[src/rtl/b32d_pkg.sv]
package b32d_pkg;

  localparam int unsigned GroupChars = 8;
  localparam int unsigned GroupBytes = 5;
  localparam int unsigned SymBits    = 5;
  localparam int unsigned GroupBits  = GroupChars * SymBits;

  localparam logic [7:0] CharUpperA = 8'h41;
  localparam logic [7:0] CharUpperZ = 8'h5A;
  localparam logic [7:0] CharTwo    = 8'h32;
  localparam logic [7:0] CharSeven  = 8'h37;
  localparam logic [7:0] CharPad    = 8'h3D;

  // Value of the first digit symbol in the alphabet.
  localparam logic [SymBits-1:0] DigitBase = 5'd26;

  typedef logic [7:0]                       byte_t;
  typedef logic [SymBits-1:0]               sym_t;
  typedef logic [$clog2(GroupChars)-1:0]    count_t;
  typedef logic [$clog2(GroupBytes+1)-1:0]  nbytes_t;
  typedef logic [GroupBits-1:0]             group_t;

  typedef struct packed {
    logic valid;
    logic is_pad;
    sym_t value;
  } decode_t;

  function automatic decode_t char_decode(byte_t c);
    decode_t d;
    byte_t   diff;
    d    = '0;
    diff = '0;
    if (c >= CharUpperA && c <= CharUpperZ) begin
      diff    = c - CharUpperA;
      d.valid = 1'b1;
      d.value = diff[SymBits-1:0];
    end else if (c >= CharTwo && c <= CharSeven) begin
      diff    = c - CharTwo;
      d.valid = 1'b1;
      d.value = diff[SymBits-1:0] + DigitBase;
    end else if (c == CharPad) begin
      d.valid  = 1'b1;
      d.is_pad = 1'b1;
    end
    return d;
  endfunction

endpackage

[src/rtl/b32d_char_if.sv]
interface b32d_char_if;
  logic               valid;
  logic               ready;
  b32d_pkg::byte_t    in_char;

  modport source (output valid, output in_char, input ready);
  modport sink   (input valid, input in_char, output ready);
endinterface

[src/rtl/b32d_byte_if.sv]
interface b32d_byte_if;
  logic               valid;
  logic               ready;
  b32d_pkg::byte_t    out_byte;
  logic               group_last;

  modport source (output valid, output out_byte, output group_last, input ready);
  modport sink   (input valid, input out_byte, input group_last, output ready);
endinterface

[src/rtl/base32_stream_decoder.sv]
// Streaming base32 decoder (standard upper-case alphabet with '=' padding).
// char_i takes one raw text byte per transaction. Bytes outside A-Z, 2-7
// and '=' are dropped. Every eighth valid character closes a group of
// 40 bits, which is handed to an output buffer and sent on byte_o as one
// to five transactions, most significant byte first, with group_last set
// on the final one. The byte count follows the padding in the group.
// The input takes one character per cycle while char_i.ready is high, and
// the output buffer sends one byte per cycle while byte_o.ready is high.
// The first byte of a group is valid on the cycle after the closing
// character is taken.
// While fewer than seven characters are held, bytes are taken even while
// the buffer is draining or stalled; once seven are held, any byte waits
// (ready low) while buffer bytes remain that will not all leave in that cycle.
// Reset clears the partial group, padding marks and the output byte count.
// An unfinished group is never sent; it stays held until completed.
module base32_stream_decoder (
  input  logic clk_i,
  input  logic rst_ni,
  b32d_char_if.sink   char_i,
  b32d_byte_if.source byte_o
);
  import b32d_pkg::*;

  decode_t  dec;
  logic     in_fire;
  logic     out_fire;
  logic     closing;
  logic     buf_free;
  group_t   group_q, group_d;
  count_t   count_q;
  byte_t    pad_q, pad_d;
  group_t   obuf_q;
  nbytes_t  remain_q;
  nbytes_t  nbytes;

  assign dec      = char_decode(char_i.in_char);
  assign in_fire  = char_i.valid && char_i.ready;
  assign out_fire = byte_o.valid && byte_o.ready;

  assign group_d = {group_q[GroupBits-SymBits-1:0], dec.value};
  assign pad_d   = pad_q | (dec.is_pad ? (byte_t'(1) << count_q) : '0);

  assign buf_free     = (remain_q == '0) || (out_fire && remain_q == nbytes_t'(1));
  assign char_i.ready = buf_free || (count_q != count_t'(GroupChars - 1));
  assign closing      = in_fire && dec.valid && (count_q == count_t'(GroupChars - 1));

  always_comb begin
    priority if (pad_d[2]) begin
      nbytes = nbytes_t'(1);
    end else if (pad_d[4]) begin
      nbytes = nbytes_t'(2);
    end else if (pad_d[5]) begin
      nbytes = nbytes_t'(3);
    end else if (pad_d[7]) begin
      nbytes = nbytes_t'(4);
    end else begin
      nbytes = nbytes_t'(GroupBytes);
    end
  end

  always_ff @(posedge clk_i or negedge rst_ni) begin
    if (!rst_ni) begin
      group_q <= '0;
      count_q <= '0;
      pad_q   <= '0;
    end else if (in_fire && dec.valid) begin
      if (closing) begin
        group_q <= '0;
        count_q <= '0;
        pad_q   <= '0;
      end else begin
        group_q <= group_d;
        count_q <= count_q + count_t'(1);
        pad_q   <= pad_d;
      end
    end
  end

  always_ff @(posedge clk_i or negedge rst_ni) begin
    if (!rst_ni) begin
      remain_q <= '0;
    end else if (closing) begin
      remain_q <= nbytes;
    end else if (out_fire) begin
      remain_q <= remain_q - nbytes_t'(1);
    end
  end

  // Payload only; the byte count alone says whether the buffer holds data.
  always_ff @(posedge clk_i) begin
    if (closing) begin
      obuf_q <= group_d;
    end else if (out_fire) begin
      obuf_q <= {obuf_q[GroupBits-9:0], 8'h00};
    end
  end

  assign byte_o.valid      = (remain_q != '0);
  assign byte_o.out_byte   = obuf_q[GroupBits-1 -: 8];
  assign byte_o.group_last = (remain_q == nbytes_t'(1));

endmodule
[src/flat_wrapper.sv]
// flat-port wrapper written by rule: the top's interface ports become plain ports
module base32_stream_decoder_flat import b32d_pkg::*;
  (clk_i, rst_ni, char_i_valid, char_i_in_char, char_i_ready, byte_o_valid, byte_o_out_byte, byte_o_group_last, byte_o_ready);
  b32d_char_if char_i_i ();
  b32d_byte_if byte_o_i ();
  input  logic clk_i;
  input  logic rst_ni;
  input wire logic [$bits(char_i_i.valid)-1:0] char_i_valid;
  input wire logic [$bits(char_i_i.in_char)-1:0] char_i_in_char;
  output wire logic [$bits(char_i_i.ready)-1:0] char_i_ready;
  output wire logic [$bits(byte_o_i.valid)-1:0] byte_o_valid;
  output wire logic [$bits(byte_o_i.out_byte)-1:0] byte_o_out_byte;
  output wire logic [$bits(byte_o_i.group_last)-1:0] byte_o_group_last;
  input wire logic [$bits(byte_o_i.ready)-1:0] byte_o_ready;
  assign char_i_i.valid = char_i_valid;
  assign char_i_i.in_char = char_i_in_char;
  assign char_i_ready = char_i_i.ready;
  assign byte_o_valid = byte_o_i.valid;
  assign byte_o_out_byte = byte_o_i.out_byte;
  assign byte_o_group_last = byte_o_i.group_last;
  assign byte_o_i.ready = byte_o_ready;
  base32_stream_decoder u_core (.clk_i(clk_i), .rst_ni(rst_ni), .char_i(char_i_i), .byte_o(byte_o_i));
endmodule
[config.mk]
export PLATFORM = sky130hd
export DESIGN_NAME = base32_stream_decoder_flat
export DESIGN_NICKNAME = d
export VERILOG_FILES = /design/src/rtl/b32d_pkg.sv /design/src/rtl/b32d_char_if.sv /design/src/rtl/b32d_byte_if.sv /design/src/rtl/base32_stream_decoder.sv /design/src/flat_wrapper.sv
export SDC_FILE = /design/constraint.sdc
export NUM_CORES = 1
export LEC_CHECK = 0
export CORE_MARGIN = 3
export CORE_UTILIZATION = 60
export DETAILED_ROUTE_END_ITERATION = 16
export DONT_BUFFER_PORTS = 1
export PLACE_DENSITY = 0.76
export SLEW_MARGIN = 10
export SYNTH_ARGS = -nofsm -noshare
export SYNTH_HDL_FRONTEND = slang
export SYNTH_SLANG_ARGS = --single-unit
[constraint.sdc]
create_clock -name clk_i -period 4.85 [get_ports clk_i]
set_clock_uncertainty 0.05 [all_clocks]
set_input_delay 0.2425 -clock clk_i [delete_from_list [all_inputs] [get_ports clk_i]]
set_output_delay 0.2425 -clock clk_i [all_outputs]
set_load 0.02 [all_outputs]
## Word level (Yosys, flattened, before mapping)

Index checks and enable logic that the tools add are counted.

- Equality and inequality tests: 4
- $lt $le $gt $ge: 4
- Mux-type cells: 19
- Add/sub/neg operators: 5
- Bitwise operators: 1
- Reductions and logical operators: 12
- Shift-type cells: 1

Operators with widths:

| cell | count |
|---|---|
| $mux 40 | 2 |
| $mux 35 | 1 |
| $mux 3 | 6 |
| $mux 8 | 2 |
| $mux 5 | 2 |
| $eq 8x6->1 const B | 1 |
| $ge 8x6->1 const B | 1 |
| $ge 8x7->1 const B | 1 |
| $le 8x6->1 const B | 1 |
| $le 8x7->1 const B | 1 |
| $or 8x8->8 | 1 |
| $shl 1x3->8 const A | 1 |
| $logic_and 1x1->1 | 7 |
| $add 5x5->5 const B | 1 |
| $mux 1 | 5 |
| $sub 5x1->5 const B | 1 |
| $sub 5x5->5 const B | 1 |
| $add 3x1->3 const B | 1 |
| $eq 3x1->1 const B | 1 |
| $eq 3x3->1 const B | 1 |
| $logic_not 3->1 | 1 |
| $ne 3x3->1 const B | 1 |
| $reduce_bool 3->1 | 1 |
| $sub 3x1->3 const B | 1 |
| other kinds (3) | 4 |

- Word-level logic and storage cells: 51
- Bits of input ports: 12
- Output and inout port bits: 11
- Bits in registers: 89

## Longest topological paths before layout

- Word-level depth: 11
- Gate-level depth with buffers: 9
- Depth with buffers taken out: 7

## Worst setup path before layout

Ideal clock, no wire load.

- Path kind: flip-flop to flip-flop
- Start point: register u_core.count_q[0]
- End point: register u_core.obuf_q[0] (enable)
- Slack: 2.114 ns
- Path buffers: 2
- Required time: 4.402 ns
- Data arrival time: 2.288 ns
- Cell stages (with the launch flop): 8
- Library setup time: 0.398 ns
- Cells stage by stage: dfrtp_1 -> ha_1 -> ha_1 -> clkbuf_1 -> nand3_1 -> a21o_1 -> buf_2 -> nand2_1

- Cells in the longest elaborated chain, start to end: 6
- Elaborated cells between the ends (all ways): 7

Ends and longest elaborated chain:

| what | line | text |
|---|---|---|
| start: declaration | base32_stream_decoder.sv:30 | `count_t count_q;` |
| start signal: assignment | base32_stream_decoder.sv:73 | `count_q <= count_q + count_t'(1);` |
| $ne 3x3->1 | base32_stream_decoder.sv:44 | `assign char_i.ready = buf_free \|\| (count_q != count_t'(GroupChars - 1));` |
| $logic_or 1x1->1 | base32_stream_decoder.sv:44 |  |
| $logic_and 1x1->1 | base32_stream_decoder.sv:37 | `assign in_fire = char_i.valid && char_i.ready;` |
| $logic_and 1x1->1 | base32_stream_decoder.sv:45 | `assign closing = in_fire && dec.valid && (count_q == count_t'(GroupChars - 1));` |
| $logic_and 1x1->1 (*) | base32_stream_decoder.sv:45 |  |
| $reduce_bool 2->1 (no line) (*) | n/a |  |
| end signal: assignment | base32_stream_decoder.sv:92 | `obuf_q <= group_d;` |
| end signal: assignment | base32_stream_decoder.sv:94 | `obuf_q <= {obuf_q[GroupBits-9:0], 8'h00};` |
| end: declaration | base32_stream_decoder.sv:32 | `group_t obuf_q;` |

Every way passes the cells marked *; elsewhere a longest branch is shown, timed or not.
A chain may end at the register's enable or synchronous reset.

## Worst setup path after layout

- Start point: register u_core.remain_q[0]
- End point: register u_core.group_q[20]

- Cells in the longest elaborated chain, start to end: 9
- Elaborated cells between the ends (all ways): 11

Ends and longest elaborated chain:

| what | line | text |
|---|---|---|
| start: declaration | base32_stream_decoder.sv:33 | `nbytes_t remain_q;` |
| start signal: assignment | base32_stream_decoder.sv:83 | `remain_q <= nbytes;` |
| start signal: assignment | base32_stream_decoder.sv:85 | `remain_q <= remain_q - nbytes_t'(1);` |
| $reduce_bool 3->1 | base32_stream_decoder.sv:98 | `assign byte_o.valid = (remain_q != '0);` |
| $logic_and 1x1->1 | base32_stream_decoder.sv:38 | `assign out_fire = byte_o.valid && byte_o.ready;` |
| $logic_and 1x1->1 | base32_stream_decoder.sv:43 | `assign buf_free = (remain_q == '0) \|\| (out_fire && remain_q == nbytes_t'(1));` |
| $logic_or 1x1->1 (*) | base32_stream_decoder.sv:43 |  |
| $logic_or 1x1->1 (*) | base32_stream_decoder.sv:44 |  |
| via char_i_ready | flat_wrapper.sv:10 | `output wire logic [$bits(char_i_i.ready)-1:0] char_i_ready;` |
| $logic_and 1x1->1 (*) | base32_stream_decoder.sv:37 |  |
| $logic_and 1x1->1 (*) | base32_stream_decoder.sv:45, base32_stream_decoder.sv:66 |  |
| $logic_and 1x1->1 | base32_stream_decoder.sv:45 |  |
| $mux 35 | base32_stream_decoder.sv:67 | `if (closing) begin` |
| end signal: assignment | base32_stream_decoder.sv:72 | `group_q <= group_d;` |
| end: declaration | base32_stream_decoder.sv:29 | `group_t group_q, group_d;` |

Mark *: on every way through the listed nets, which the timed path passes. The rest lies on a longest branch.

==> run_results.csv <==
group,metric,value,unit
final_layout,nets,341,
grt,grt_usage,18.5,%
route,wl,7170,um
worst_setup_path,path_cells,"inv_1 -> ha_1 -> a21oi_1 -> o21ai_0 -> and2_1 -> a21boi_4 -> buf_4 -> mux2_2",
power_and_ir_drop,ir_drop,0.185,mV
worst_setup_path,worstSetupStartpointType,"flip-flop",
power_and_ir_drop,p_comb_share,23.1,%
die,fp.dieW,91.4,um
sta,worst_pin_slew,0.724,ns
grt,antenna_found_initial,0,
sta,hold_viol_final,0,
route,viasPerCell,5.70,
worst_setup_path,cp.required,5.03,ns
synth,synth_edf_count,40,
worst_setup_path,crit_slowest_cell,"o21ai_0",
placed_design,numPortBuffers,0,
die,start_util,63.0,%
clocking,numCtsBuffers,9,
worst_setup_path,critical_path_arrival,3.15,ns
grt,grt_pass1_wl,12000,um
placed_design,dp.cells,400,
synth,yosys.area.top_type,"edfxtp_1",
synth,synthCells,324,
synth,ys_top_cells_by_area,"edfxtp_1, dfrtp_1, mux2_2",
synth,synth.most_common_cell,"dfrtp_1",
clocking,insertion_delay,0.35,ns
grt,use_met3,3.81,%
worst_setup_path,slowest_delay,0.57,ns
power_and_ir_drop,cellLeakagePower,1.94,nW
route,drt-initial-drc-count,142,
final_layout,drive_above_1_share,28.9,%
grt,overflow,0,
clocking,post-cts-setup-buffers,0,
route,wl_per_cell,17.2,um
worst_setup_path,critPathKind,"flip-flop to flip-flop",
route,drtPass1Iterations,4,
final_layout,num_antenna_cells,0,
synth,synth_seq_area_share,53.2,%
sta,max-slew-margin-rel,51.6,%
worst_setup_path,crit_path_end_kind,"flip-flop",
min_path,hold_path.class,"primary input to flip-flop",
final_layout,instances_no_fill,418,
synth,ys.flop_type,"dfrtp_1",
synth,synth_common_cells,"dfrtp_1, edfxtp_1, mux2_2",
clocking,ctsHtreeMaxLevel,3,
die,fp.dieH,91.4,um
die,pin_count,23,
grt,use_met2,28.5,%
power_and_ir_drop,swShare,29.5,%
die,row_count,30,
power_and_ir_drop,p_seq_share,52.4,%
power_and_ir_drop,powerDensity,439,nW/um2
sta,final.setup.tns,0,ns
clocking,cts_resized,0,
sta,maxSlewViolCount,0,
worst_setup_path,critical_path_peak_fanout,38,
synth,synth_top_area_share,27.5,%
grt,grt.busiest_layer,"met2",
clocking,tritoncts,"yes",
synth,synth_area,4370,um2
synth,synth_fp_nets,348,
placed_design,globalplace.congestion,0.840,
flow_run,cap_violations,0,
status,run_status,"finished clean",
sta,fmax,337,MHz
grt,grtUsageMet1,24.9,%
route,ant_nets,0,
placed_design,place_hpwl,4580,um
final_layout,area_delta_synth_final,4.89,%
clocking,clockRootBuffer,"clkbuf_8",
power_and_ir_drop,power_frac_clock,24.5,%
die,core_area,6940,um2
clocking,clk_path_buf_depth,2,
synth,syn_area_per_cell,13.5,um2
sta,fin_crit_sh,61.2,%
power_and_ir_drop,p_switching,0.000595,W
grt,grt_max_degree,46,
route,remaining_drc_errors,0,
synth,yosysWarnings,0,
power_and_ir_drop,p_int,0.00142,W
sta,setup_viol,0,
synth,synthArstFlopShare,52.9,%
clocking,clock-sinks,85,
grt,grt_pass1_vias,2379,
sta,rsz0062_at_grt,"no",
clocking,clk_pin_slew,0.09,ns
synth,synth_cell_types,52,
synth,synth_seq_cells,85,
sta,fin_crit,2.97,ns
die,dieArea,8350,um2
route,vias,2384,
## critical path: cells and delay by family, from the launching register on
kind	cells	cell delay (ns)
mux	1	0.41
compound gates	3	0.83
buf+inv	2	0.64
fa+ha+maj	1	0.21
flops	1	0.39
simple gates	1	0.30
## final timing paths
kind | slack [ns] | cells after the start | start | to
max in group asynchronous | 4.17 | 2 | rst_ni | u_core.group_q[12]
max reg2reg | 1.88 | 8 | u_core.remain_q[0] | u_core.group_q[20]
min reg2reg | 0.46 | 1 | u_core.pad_q[7] | u_core.pad_q[7]
min | 0.05 | 2 | byte_o_ready | u_core.remain_q[2]
min in group asynchronous | 0.38 | 2 | rst_ni | u_core.group_q[5]
max | 1.88 | 8 | u_core.remain_q[0] | u_core.group_q[20]
## metal layers
metal | routed length, um | part of all wire (%)
met1 | 3390 | 47
met2 | 3480 | 48
met3 | 177 | 2.5
met4 | 129 | 1.8
met5 | 0 | 0
## flip-flops by register name (all words and copies together) (netlist names)
register / flops
u_core.count_q: 3
u_core.obuf_q: 40
u_core.pad_q: 4
u_core.group_q: 35
u_core.remain_q: 3
## what timing repair did
action	4_1_cts	5_1_grt
hold endpoints to repair	45	0
endpoints found under the setup margin	0	0
hold buffers	2	0
## through the flow
step	cell area, um2	util [%]	setup WS, ns	power (W)	hold slack, ns
2_1_floorplan	4370	-	2.11	0.00144	-0.103
3_3_place_gp	4350	62.7	1.99	0.00150	-0.101
3_5_place_dp	4350	62.7	1.93	0.00153	-0.100
4_1_cts	4590	66.1	1.89	0.00204	0.0331
5_1_grt	4590	66.1	1.77	0.00214	0.0200
6_report	4590	66.1	1.88	0.00202	0.0505
## placed cells by master (no fill, tap or decap), types with 3 or more instances in the layout
master	Yosys	layout
nor3_1	4	4
ha_1	12	12
nor2b_1	29	29
inv_1	13	13
mux2i_1	3	3
nand2_1	4	4
mux2_4	26	26
xnor2_1	3	3
mux2_1	4	4
a21oi_1	6	6
dfrtp_1	45	45
clkbuf_8	0	9
buf_4	10	3
edfxtp_1	40	40
a21o_1	3	3
a31oi_1	5	5
nor2_1	21	21
mux2_2	36	36
nand2b_1	4	4
and2_1	5	5
## power groups by stage
stage	registers [W]	logic (W)	clock network, W
floorplan	0.00102	0.000416	0
global placement	0.00106	0.000438	0
detailed placement	0.00107	0.000455	0
CTS	0.00106	0.000472	0.000507
global route	0.00108	0.000515	0.000545
finish	0.00106	0.000465	0.000494
## logic make-up after synthesis
group / synth area share, %
AO/OA/AOI/OAI: 6.32
XOR/XNOR: 0.601
adder cells (fa/ha/maj): 3.43
buffers and inverters: 5.66
flip-flops: 53.2
multiplexers: 19.9
AND/OR/NAND/NOR: 10.9
## layout make-up
type	count	area (um2)
fillers	515	2360
flip-flops and latches	85	2330
multi-input cells	202	1810
clock buffers	9	124
well taps	96	120
repair buffers	6	80.1
clock inverters	7	73.8
inverters	13	48.8
Note: power is estimated with default switching activity, not from simulation.
